--- config.mk ---
export PLATFORM = sky130hd
export DESIGN_NAME = multi_slot_timeout_table_unit
export DESIGN_NICKNAME = d
export VERILOG_FILES = /design/src/hw/rtl/mstt_pkg.sv /design/src/hw/rtl/multi_slot_timeout_table_unit.sv /design/src/hw/rtl/mstt_cell.sv
export SDC_FILE = /design/constraint.sdc
export NUM_CORES = 2
export LEC_CHECK = 0
export BUFFER_PORTS_ARGS = -buffer_cell sky130_fd_sc_hd__clkbuf_2
export CAP_MARGIN = 0
export CORE_MARGIN = 2
export CORE_UTILIZATION = 45
export DETAILED_ROUTE_END_ITERATION = 12
export HOLD_SLACK_MARGIN = 0.15
export SYNTH_ARGS = -nofsm -noshare
export SYNTH_HDL_FRONTEND = slang
export SYNTH_SLANG_ARGS = --single-unit
export TNS_END_PERCENT = 50
--- constraint.sdc ---
create_clock -name clk_i -period 20 [get_ports clk_i]
set_input_delay 1 -clock clk_i [delete_from_list [all_inputs] [get_ports clk_i]]
set_output_delay 1 -clock clk_i [all_outputs]
set_load 0.005 [all_outputs]
--- src/hw/rtl/mstt_pkg.sv ---
// Shared types and constants for the multi-slot timeout table.
package mstt_pkg;

  // Fixed field widths of the request and response.
  localparam int SLOT_W    = 4;
  localparam int DUR_W     = 31;
  localparam int FIRED_W   = 16;

  // Request kinds.
  typedef enum logic [1:0] {
    REQ_TICK    = 2'd0,
    REQ_SET     = 2'd1,
    REQ_QUERY   = 2'd2,
    REQ_RELEASE = 2'd3
  } req_e;

  // Response status codes.
  typedef enum logic [1:0] {
    ST_OK       = 2'd0,
    ST_UNUSED   = 2'd1,
    ST_NO_FREE  = 2'd2,
    ST_ZERO_DUR = 2'd3
  } status_e;

  // One request as it arrives on the input channel.
  typedef struct packed {
    req_e              req_type;
    logic [SLOT_W-1:0] slot;
    logic [DUR_W-1:0]  duration;
  } in_req_t;

  // One response as it leaves on the output channel.
  typedef struct packed {
    status_e            status;
    logic [SLOT_W-1:0]  slot_out;
    logic               passed;
    logic [FIRED_W-1:0] fired_mask;
  } out_rsp_t;

  // Request token that walks down the chain of slot cells.
  typedef struct packed {
    logic               valid;
    req_e               req_type;
    logic [SLOT_W-1:0]  slot;
    logic               done;
    status_e            status;
    logic [SLOT_W-1:0]  slot_out;
    logic               passed;
    logic [FIRED_W-1:0] fired_mask;
  } tok_t;

endpackage

--- src/hw/rtl/multi_slot_timeout_table_unit.sv ---
// Top level of the multi-slot timeout table: request entry, chain of slot cells, response register.
// Each request enters an entry register and then walks down a row of SLOTS slot cells, one
// cell per cycle; every cell checks or updates its own slot as the request passes. One request
// is in flight at a time, and the next request is taken once the previous one has reached
// the response register. A stalled response holds the finished request in the last cell and
// delays the next request by the length of the stall. A tick advances the time counter by
// one and reports in fired_mask the slots whose deadline was reached; a set claims the
// lowest free slot; query and release report a slot.
module multi_slot_timeout_table_unit import mstt_pkg::*; #(
  parameter int SLOTS     = 16,
  parameter int TIME_BITS = 32
) (
  input  logic     clk_i,
  input  logic     rst_ni,
  input  logic     in_valid_i,
  output logic     in_stall_o,
  input  in_req_t  in_req_i,
  output logic     out_valid_o,
  input  logic     out_stall_i,
  output out_rsp_t out_rsp_o
);

  localparam int SumW = (TIME_BITS > DUR_W) ? TIME_BITS : DUR_W;

  logic                 busy_q;
  logic [TIME_BITS-1:0] now_q;
  tok_t                 entry_tok_q;
  logic [TIME_BITS-1:0] entry_time_q;
  tok_t                 entry_tok_d;
  logic [TIME_BITS-1:0] entry_time_d;
  logic [TIME_BITS-1:0] now_inc;
  logic [SumW-1:0]      dur_w;
  logic [TIME_BITS-1:0] set_deadline;
  logic                 in_acc;
  logic                 adv;
  logic                 out_valid_q;
  out_rsp_t             out_rsp_q;
  tok_t                 chain_tok  [SLOTS+1];
  logic [TIME_BITS-1:0] chain_time [SLOTS+1];
  logic [SLOTS-1:0]     cell_valid;
  tok_t                 last_tok;

  assign in_acc       = in_valid_i && !busy_q;
  assign in_stall_o   = busy_q;
  assign last_tok     = chain_tok[SLOTS];
  assign adv          = !(last_tok.valid && out_valid_q && out_stall_i);
  assign now_inc      = now_q + TIME_BITS'(1);
  assign dur_w        = SumW'(in_req_i.duration);
  assign set_deadline = now_q + dur_w[TIME_BITS-1:0];

  // Build the request token with its initial response.
  always_comb begin
    entry_tok_d            = '0;
    entry_tok_d.valid      = 1'b1;
    entry_tok_d.req_type   = in_req_i.req_type;
    entry_tok_d.slot       = in_req_i.slot;
    entry_tok_d.status     = ST_OK;
    entry_time_d           = now_q;
    unique case (in_req_i.req_type)
      REQ_TICK: begin
        entry_time_d = now_inc;
      end
      REQ_SET: begin
        entry_time_d = set_deadline;
        if (in_req_i.duration == '0) begin
          entry_tok_d.status = ST_ZERO_DUR;
          entry_tok_d.done   = 1'b1;
        end else begin
          entry_tok_d.status = ST_NO_FREE;
        end
      end
      REQ_QUERY, REQ_RELEASE: begin
        entry_tok_d.status   = ST_UNUSED;
        entry_tok_d.slot_out = in_req_i.slot;
      end
      default: begin
        entry_time_d = now_q;
      end
    endcase
  end

  // Time counter, busy flag and entry register.
  always_ff @(posedge clk_i or negedge rst_ni) begin
    if (!rst_ni) begin
      now_q       <= '0;
      busy_q      <= 1'b0;
      entry_tok_q <= '0;
    end else begin
      if (in_acc) begin
        busy_q      <= 1'b1;
        entry_tok_q <= entry_tok_d;
        if (in_req_i.req_type == REQ_TICK) begin
          now_q <= now_inc;
        end
      end else begin
        if (adv) begin
          entry_tok_q.valid <= 1'b0;
        end
        if (last_tok.valid && adv) begin
          busy_q <= 1'b0;
        end
      end
    end
  end

  always_ff @(posedge clk_i) begin
    if (in_acc) begin
      entry_time_q <= entry_time_d;
    end
  end

  assign chain_tok[0]  = entry_tok_q;
  assign chain_time[0] = entry_time_q;

  // Row of slot cells.
  for (genvar g = 0; g < SLOTS; g++) begin : g_cell
    mstt_cell #(
      .TIME_BITS(TIME_BITS),
      .IDX      (g)
    ) u_cell (
      .clk_i (clk_i),
      .rst_ni(rst_ni),
      .adv_i (adv),
      .tok_i (chain_tok[g]),
      .time_i(chain_time[g]),
      .tok_o (chain_tok[g+1]),
      .time_o(chain_time[g+1])
    );
    assign cell_valid[g] = chain_tok[g+1].valid;
  end

  // Response register.
  always_ff @(posedge clk_i or negedge rst_ni) begin
    if (!rst_ni) begin
      out_valid_q <= 1'b0;
    end else if (last_tok.valid && adv) begin
      out_valid_q <= 1'b1;
    end else if (!out_stall_i) begin
      out_valid_q <= 1'b0;
    end
  end

  always_ff @(posedge clk_i) begin
    if (last_tok.valid && adv) begin
      out_rsp_q.status     <= last_tok.status;
      out_rsp_q.slot_out   <= last_tok.slot_out;
      out_rsp_q.passed     <= last_tok.passed;
      out_rsp_q.fired_mask <= last_tok.fired_mask;
    end
  end

  assign out_valid_o = out_valid_q;
  assign out_rsp_o   = out_rsp_q;

`ifndef SYNTH
  // At most one request token lives in the chain.
  a_one_token: assert property (@(posedge clk_i) disable iff (!rst_ni)
    $countones({cell_valid, entry_tok_q.valid}) <= 1)
    else $error("more than one request in the cell chain");

  // An idle block has no token in the chain.
  a_idle_empty: assert property (@(posedge clk_i) disable iff (!rst_ni)
    !busy_q |-> (cell_valid == '0) && !entry_tok_q.valid)
    else $error("request token present while idle");

  // A new response comes only from a token leaving the last cell.
  a_rsp_source: assert property (@(posedge clk_i) disable iff (!rst_ni)
    $rose(out_valid_q) |-> $past(last_tok.valid))
    else $error("response without a finished request");
`endif

endmodule

--- src/hw/rtl/mstt_cell.sv ---
// One timeout slot: holds the slot flags and deadline and serves the passing request token.
module mstt_cell import mstt_pkg::*; #(
  parameter int TIME_BITS = 32,
  parameter int IDX       = 0
) (
  input  logic                 clk_i,
  input  logic                 rst_ni,
  input  logic                 adv_i,
  input  tok_t                 tok_i,
  input  logic [TIME_BITS-1:0] time_i,
  output tok_t                 tok_o,
  output logic [TIME_BITS-1:0] time_o
);

  localparam logic [SLOT_W-1:0] IdxSlot = SLOT_W'(IDX % (2 ** SLOT_W));
  localparam bit Addressable = (IDX < (2 ** SLOT_W));

  logic                 used_q, used_d;
  logic                 armed_q, armed_d;
  logic                 passed_q, passed_d;
  logic [TIME_BITS-1:0] deadline_q, deadline_d;
  tok_t                 tok_q, tok_d;
  logic [TIME_BITS-1:0] time_q;
  logic [TIME_BITS-1:0] diff;
  logic                 reached;
  logic                 hit;

  // Wraparound deadline compare against the time the token carries.
  assign diff    = deadline_q - time_i;
  assign reached = (diff == '0) || diff[TIME_BITS-1];
  assign hit     = Addressable && (tok_i.slot == IdxSlot);

  // Serve the request token while it moves into this cell.
  always_comb begin
    tok_d      = tok_i;
    used_d     = used_q;
    armed_d    = armed_q;
    passed_d   = passed_q;
    deadline_d = deadline_q;
    if (adv_i && tok_i.valid) begin
      unique case (tok_i.req_type)
        REQ_TICK: begin
          if (used_q && armed_q && !passed_q && reached) begin
            passed_d = 1'b1;
            if (Addressable) begin
              tok_d.fired_mask[IdxSlot] = 1'b1;
            end
          end
        end
        REQ_SET: begin
          if (!tok_i.done && !used_q) begin
            used_d         = 1'b1;
            armed_d        = 1'b1;
            passed_d       = 1'b0;
            deadline_d     = time_i;
            tok_d.done     = 1'b1;
            tok_d.status   = ST_OK;
            tok_d.slot_out = IdxSlot;
          end
        end
        REQ_QUERY, REQ_RELEASE: begin
          if (hit) begin
            if (used_q && armed_q) begin
              tok_d.status = ST_OK;
              tok_d.passed = passed_q;
            end
            if (tok_i.req_type == REQ_RELEASE) begin
              used_d  = 1'b0;
              armed_d = 1'b0;
            end
          end
        end
        default: begin
          tok_d = tok_i;
        end
      endcase
    end
  end

  // Slot flags and token register.
  always_ff @(posedge clk_i or negedge rst_ni) begin
    if (!rst_ni) begin
      used_q   <= 1'b0;
      armed_q  <= 1'b0;
      passed_q <= 1'b0;
      tok_q    <= '0;
    end else begin
      used_q   <= used_d;
      armed_q  <= armed_d;
      passed_q <= passed_d;
      if (adv_i) begin
        tok_q <= tok_d;
      end
    end
  end

  // Deadline and the carried time need no reset.
  always_ff @(posedge clk_i) begin
    deadline_q <= deadline_d;
    if (adv_i) begin
      time_q <= time_i;
    end
  end

  assign tok_o  = tok_q;
  assign time_o = time_q;

endmodule

# [Yosys cells after proc, flatten, opt, wreduce, memory -nomap -nowiden]
# Index checks and enable logic that the tools add are counted.
[word_totals] word_cells=935 out_inout_bits=25 ff_bits=1616
[op_classes] eq_ne=132 reduce_logical=268 add_sub_neg=18 muxes=315
[ops] op="logical NOT 32 bit" count=16
[ops] op="subtractor 32 bit" count=16
[ops] op="2-to-1 mux 24 bit" count=15
[ops] op="2-to-1 mux 1 bit" count=184
[ops] op="!= test 2 x 1 -> 1 bit (second input constant)" count=65
[ops] op="2-to-1 mux 7 bit" count=15
[ops] op="AND reduction 5 bit" count=16
[ops] op="equality test 2 bit (second input constant)" count=34
[ops] op="logical AND 1 bit" count=68
[ops] op="2-to-1 mux 4 bit" count=17
[ops] op="one-hot mux 2 bit (2 select lines)" count=17
[ops] op="nonzero test 2 bit" count=33
[ops] op="2-to-1 mux 2 bit" count=32
[ops] op="one-hot mux 1 bit (2 select lines)" count=32
[ops] op="one-hot mux 32 bit (2 select lines)" count=1
[ops] op="AND reduction 4 bit" count=16
[ops] op="logical NOT 1 bit" count=50
[ops] op="AND reduction 3 bit" count=16
[ops] op="equality test 2 x 1 -> 1 bit (second input constant)" count=17
[ops] op="logical NOT 2 bit" count=17
[ops] op="OR reduction 2 bit" count=17
[ops] op="adder 32 x 1 -> 32 bit (second input constant)" count=1
[ops] op="adder 32 x 31 -> 32 bit" count=1
[ops] op="equality test 4 bit (second input constant)" count=8
[ops] op="other kinds (10)" count=29

# [Longest topological paths before layout]
[depth] ltp_word=7 ltp_mapped=15

# [Hierarchy]
# A second synthesis with hierarchy kept.
[unflattened] cells_unflattened=8788 area_unflattened_um2=94187.8
[by_module_without_submodules] module="multi_slot_timeout_table_unit" instances=1 area_per_inst_um2=6372.4 cells_per_inst=683 seq_area_each_um2=2852.7
[by_module_without_submodules] module="mstt_cell at g_cell[2].u_cell" instances=1 area_per_inst_um2=5758.0 cells_per_inst=535 seq_area_each_um2=2747.6
[by_module_without_submodules] module="mstt_cell at g_cell[10].u_cell" instances=1 area_per_inst_um2=5650.4 cells_per_inst=543 seq_area_each_um2=2747.6
[by_module_without_submodules] module="mstt_cell at g_cell[11].u_cell" instances=1 area_per_inst_um2=5590.4 cells_per_inst=507 seq_area_each_um2=2747.6
[by_module_without_submodules] module="mstt_cell at g_cell[8].u_cell" instances=1 area_per_inst_um2=5554.1 cells_per_inst=524 seq_area_each_um2=2747.6
[by_module_without_submodules] module="mstt_cell at g_cell[13].u_cell" instances=1 area_per_inst_um2=5545.3 cells_per_inst=504 seq_area_each_um2=2747.6
[by_module_without_submodules] module="mstt_cell at g_cell[9].u_cell" instances=1 area_per_inst_um2=5537.8 cells_per_inst=526 seq_area_each_um2=2747.6
[by_module_without_submodules] module="mstt_cell at g_cell[15].u_cell" instances=1 area_per_inst_um2=5521.5 cells_per_inst=530 seq_area_each_um2=2747.6
[by_module_without_submodules] module="mstt_cell at g_cell[1].u_cell" instances=1 area_per_inst_um2=5484.0 cells_per_inst=498 seq_area_each_um2=2747.6
[by_module_without_submodules] module="mstt_cell at g_cell[5].u_cell" instances=1 area_per_inst_um2=5480.3 cells_per_inst=495 seq_area_each_um2=2747.6
[by_module_without_submodules] module="mstt_cell at g_cell[0].u_cell" instances=1 area_per_inst_um2=5471.5 cells_per_inst=505 seq_area_each_um2=2747.6
[by_module_without_submodules] module="mstt_cell at g_cell[4].u_cell" instances=1 area_per_inst_um2=5430.2 cells_per_inst=480 seq_area_each_um2=2747.6
[by_module_without_submodules] module="mstt_cell at g_cell[14].u_cell" instances=1 area_per_inst_um2=5407.7 cells_per_inst=495 seq_area_each_um2=2747.6
[by_module_without_submodules] module="mstt_cell at g_cell[3].u_cell" instances=1 area_per_inst_um2=5387.7 cells_per_inst=498 seq_area_each_um2=2747.6
[by_module_without_submodules] module="3 more rows"

# [Worst setup path before layout]
# OpenSTA, ideal clock, no wires.
[synth_path] kind="input-to-reg" start="in out_stall_i" end="reg g_cell[0].u_cell.time_q[0] (enable)" path_slack_ns=3.464 stages=7 t_required_ns=18.968 setup_ns=1.032 arrival_ns=15.504 path_cell_list="and3_1 inv_2 clkbuf_1 clkbuf_1 clkbuf_1 clkbuf_1 clkbuf_1"
[synth_via] elab_chain_len=1
[synth_rtl] item="start, declared" line="multi_slot_timeout_table_unit.sv:19" rtl="input logic out_stall_i,"
[synth_rtl] item="logical AND 1 bit" line="multi_slot_timeout_table_unit.sv:46" rtl="assign adv = !(last_tok.valid && out_valid_q && out_stall_i);"
[synth_rtl] item="end signal, assigned" line="mstt_cell.sv:101" rtl="time_q <= time_i;"
[synth_rtl] item="end, declared" line="mstt_cell.sv:23" rtl="logic [TIME_BITS-1:0] time_q;"
# Every way passes these cells.
# A chain may end at the register's enable or synchronous reset.

# [Worst setup path in the final report]
[layout_path] start="reg g_cell[15].u_cell.tok_q (netlist bit g_cell[15].u_cell.tok_o[30])" end="reg g_cell[1].u_cell.passed_q"
[layout_via] elab_chain_len=5
[layout_rtl] item="start, declared" line="mstt_cell.sv:22" rtl="tok_t tok_q, tok_d;"
[layout_rtl] item="start signal, assigned" line="mstt_cell.sv:92" rtl="tok_q <= tok_d;"
[layout_rtl] item="logical AND 1 bit (2 in series)" line="multi_slot_timeout_table_unit.sv:46"
[layout_rtl] item="logical NOT 1 bit" line="multi_slot_timeout_table_unit.sv:46"
[layout_rtl] item="logical AND 1 bit" line="mstt_cell.sv:40" rtl="if (adv_i && tok_i.valid) begin"
[layout_rtl] item="AND reduction 4 bit (no line)"
[layout_rtl] item="end signal, assigned" line="mstt_cell.sv:90" rtl="passed_q <= passed_d;"
[layout_rtl] item="end, declared" line="mstt_cell.sv:20" rtl="logic passed_q, passed_d;"
# Every way passes these cells.

==> impl_metrics.env <==
export IMPL_hold_buffers=0
export IMPL_fin_hold_ws_ns=0.1611
export IMPL_io_buffers=65
export IMPL_clk_latency_ns=0.81
export IMPL_grt_pass1_wl_mm=324.8
export IMPL_cts_resized=0
export IMPL_cts_tree="built"
export IMPL_ctsLongestPathBuffers=3
export IMPL_peakVddDrop_mv=0.09287
export IMPL_synth_top_family_by_area="compound AO/OA/AOI/OAI gates"
export IMPL_critPathSlowestCell="buf_4"
export IMPL_hold_path_class="in2async"
export IMPL_cp_max_fo=75
export IMPL_clkTransAtPathRegs_ns=0.06
export IMPL_final_area_um2=91550
export IMPL_htree_num_levels=4
export IMPL_cts_setup_buffers=0
export IMPL_drc=0
export IMPL_post_synth_fa_ha_maj_area_fraction_pct=8.349
export IMPL_num_vias=61260
export IMPL_synth_avg_cell_area_um2=10.11
export IMPL_p_total_mw=6.369
export IMPL_die_area_um2=188400
export IMPL_dr_pass1_iters=8
export IMPL_ys_flop_type="edfxtp_1"
export IMPL_synth_xor_area_share_pct=2.884
export IMPL_yosysWarnings=0
export IMPL_drive_above_1_share_pct=5.655
export IMPL_grt_max_degree=205
export IMPL_area_growth_pct=10.03
export IMPL_wl_per_cell_um=18.86
export IMPL_placementRows=157
export IMPL_synth_async_reset_ratio_pct=30.01
export IMPL_viasPerCell=5.637
export IMPL_core_area_um2=183500
export IMPL_maxCapViolCount=0
export IMPL_required_ns=20.74
export IMPL_grt_pass1_vias=58390
export IMPL_postPlaceCellArea_um2=86150
export IMPL_synth_cell_types=97
export IMPL_synth_compound_area_share_pct=16.54
export IMPL_power_per_cell_area_nw_per_um2=69.56
export IMPL_initial_utilization_pct=45.35
export IMPL_synthesis_area_um2=83200
export IMPL_clock_fmax_ghz=0.1911
export IMPL_grt_ovfl_total=0
export IMPL_fp_dieW_um=434
export IMPL_io_pins=66
export IMPL_routed_wl_mm=205.0
export IMPL_worstPathCellList="and3_4 > inv_8 > buf_4 > buf_4 > nand3b_1 > nor4_1 > nand3_1 > or4_1 > nor4_1 > nand4_1 > nor4_1 > o2111ai_1 > a31oi_1 > a21o_1"
export IMPL_period_minus_slack_ns=5.233
export IMPL_numCtsBuffers=163
export IMPL_worst_pin_slew_ns=1.256
export IMPL_synth_seq_area_share_pct=51.29
export IMPL_dp_hpwl_mm=150.6
export IMPL_synth_nets=8818
export IMPL_r2r_start="g_cell[15].u_cell.tok_o[30]"
export IMPL_crit_type="reg2reg"
export IMPL_slowest_delay_ns=0.83
export IMPL_slew_headroom_pct=15.06
export IMPL_cp_common_cell="nor4_1"
export IMPL_place_congestion=0.9046
export IMPL_synth_area_mux_share_pct=1.045
export IMPL_rsz0062_at_grt="no"
export IMPL_antenna_left=0
export IMPL_startpoint="g_cell[15].u_cell.tok_o[30]"
export IMPL_synth_edf_count=1047
export IMPL_grt_total_usage_pct=21.51
export IMPL_period_share_pct=26.17
export IMPL_setup_tns_ns=0
export IMPL_synth_simple_gate_area_share_pct=15.50
export IMPL_cts_root_buffer="clkbuf_16"
export IMPL_leakage_nw=39.61
export IMPL_hold_violations=0
export IMPL_syn_inst=8232
export IMPL_cp_end_kind="register"
export IMPL_slew_viol_final=0
export IMPL_finalSetupViolCount=0
export IMPL_crit_path_start_kind="register"
export IMPL_ys_ff_latch=1496
export IMPL_status="finished, final reports clean"
export IMPL_arrival_ns=5.97
export IMPL_die_h_um=434
export IMPL_layout_nets=8847
export IMPL_dr_first_iter_drc_count=4889
export IMPL_antenna_found_initial=2
export IMPL_clock_sinks=1496
export IMPL_fin_skew_ns=0.02638
cell usage after synthesis (15+ instances only):
library cell     n  area share [%]
or3_1           33            0.25
clkbuf_1       236             1.1
o211ai_1        48            0.43
inv_1          733             3.3
o21bai_1        44            0.40
o21a_1          92            0.83
nand2_1       1285             5.8
nand4_1        110            0.83
a211o_1         22            0.23
a21o_1         226             2.0
o31ai_1         51            0.46
fa_1            17            0.41
a22o_1          33            0.35
a21oi_1        570             3.4
o2111ai_1       49            0.52
or2_2           32            0.24
and2_1          29            0.22
xor2_1         100             1.1
and3_1          77            0.58
a41oi_1         15            0.16
nor3b_1         33            0.30
a221oi_1        20            0.21
nor4_1          73            0.55
a311oi_1        15            0.16
nor4b_1         15            0.16
o22ai_1         57            0.43
mux2_2          15            0.20
nand2b_1       106            0.80
edfxtp_1      1047              38
o221ai_1        15            0.16
nor2_1         415             1.9
a2111oi_0       36            0.38
dfrtp_1        449              14
a31oi_1        102            0.77
nand3_1        182             1.1
nor3_1         153            0.92
o21ai_0        424             2.6
or4_1           22            0.20
a211oi_1        69            0.62
xnor2_1        174             1.8
nand3b_1        34            0.31
ha_1           528             7.9
o31a_1          23            0.24
mux2i_1         70            0.84
nor2b_1         93            0.70
final cells by class:
class / instances / area [um2]
inverters: 734 / 2763
flip-flops and latches: 1496 / 42680
multi-input cells: 5762 / 36950
fillers: 16810 / 91920
diodes: 3 / 7.507
clock buffers: 211 / 4424
clock inverters: 93 / 970.9
well taps: 2464 / 3083
repair buffers: 104 / 678.2
state kept, by name, summed over array words and instances (netlist names):
signal and cells:
in_stall_o 1, out_rsp_o 23, g_cell.u_cell.tok_o 369, g_cell.u_cell.time_o 480
g_cell.u_cell.passed_q 16, g_cell.u_cell.used_q 16, entry_time_q 32, chain_tok 14
now_q 32, out_valid_o 1, g_cell.u_cell.deadline_q 512
critical path: cells and delay by family (launching register included):
kind	cells	cell delay [ns]
flip-flops	1	0.40
AND/OR/NAND/NOR	8	2.23
buffers and inverters	3	1.85
AO/OA/AOI/OAI	3	0.54
stage by stage:
step / setup WS [ns] / utilization, % / instances
floorplan: 3.464 / - / 8232
global placement: 14.12 / 46.96 / 10560
detailed placement: 14.06 / 46.96 / 10560
CTS: 14.75 / 49.90 / 10860
global route: 14.34 / 49.90 / 10870
finish: 14.77 / 49.90 / 10870
path summary, 6_finish.rpt:
| kind | endpoint | slack, ns | depth (start not counted) |
|---|---|---|---|
| worst min register to register | out_rsp_o[2] | 0.44 | 0 |
| min in group clk_i | out_rsp_o[2] | 0.44 | 0 |
| worst min-delay path | now_q[9] | 0.16 | 1 |
| max in group asynchronous | g_cell[9].u_cell.passed_q | 18.22 | 2 |
| worst max-delay path | g_cell[1].u_cell.passed_q | 14.77 | 14 |
| worst max register to register | g_cell[1].u_cell.passed_q | 14.77 | 14 |
report_power, final:
| group | internal [mW] | switching [mW] | total (mW) | leakage [nW] |
|---|---|---|---|---|
| registers | 3.29 | 0 | 3.29 | 16.4 |
| clock network | 1.74 | 1.30 | 3.03 | 2.63 |
| logic | 0.0118 | 0.0363 | 0.0481 | 20.6 |
cell families (layout without fill, tap and decap cells):
group           Yosys count  in the layout
mux                      85             85
other cells               0              3
simple gates           2754           2754
flops                  1496           1496
compound gates         2104           2104
xor+xnor                274            274
fa+ha+maj               545            545
buf+inv                 974           1142
routing by layer:
layer,vias up,global-route usage [%],share of wire (%)
met1,29610,30.39,47
li1,30060,-,-
met3,267,2.592,4.2
met5,-,0,0
met4,0,5.419,2.3
met2,1319,35.14,47
layout by cell type, fill, tap and decap left out, types with 23 or more instances in the layout:
| master | netlist | layout |
|---|---|---|
| clkinv_2 | 0 | 29 |
| nor2b_1 | 93 | 92 |
| a21oi_1 | 570 | 570 |
| buf_4 | 0 | 35 |
| a211oi_1 | 69 | 69 |
| a31oi_1 | 102 | 102 |
| inv_1 | 733 | 732 |
| nand4_1 | 110 | 110 |
| nand2_1 | 1285 | 1285 |
| o2111ai_1 | 49 | 49 |
| o21ai_0 | 424 | 424 |
| nor3b_1 | 33 | 33 |
| xnor2_1 | 174 | 174 |
| or3_1 | 33 | 33 |
| clkbuf_16 | 0 | 167 |
| clkbuf_2 | 0 | 64 |
| xor2_1 | 100 | 100 |
| and3_1 | 77 | 76 |
| and2_1 | 29 | 29 |
| nor3_1 | 153 | 143 |
| o211ai_1 | 48 | 48 |
| nor2_1 | 415 | 413 |
| nand2b_1 | 106 | 106 |
| nand3b_1 | 34 | 34 |
| a21o_1 | 226 | 226 |
| o31ai_1 | 51 | 51 |
| ha_1 | 528 | 528 |
| a2111oi_0 | 36 | 36 |
| edfxtp_1 | 1047 | 1047 |
| mux2i_1 | 70 | 70 |
| o22ai_1 | 57 | 57 |
| o21bai_1 | 44 | 44 |
| clkbuf_1 | 236 | 36 |
| o31a_1 | 23 | 23 |
| nor4_1 | 73 | 72 |
| dfrtp_1 | 449 | 449 |
| a22o_1 | 33 | 33 |
| or2_2 | 32 | 32 |
| o21a_1 | 92 | 92 |
| nand3_1 | 182 | 182 |
No activity file was read; power rests on OpenSTA's default activity.
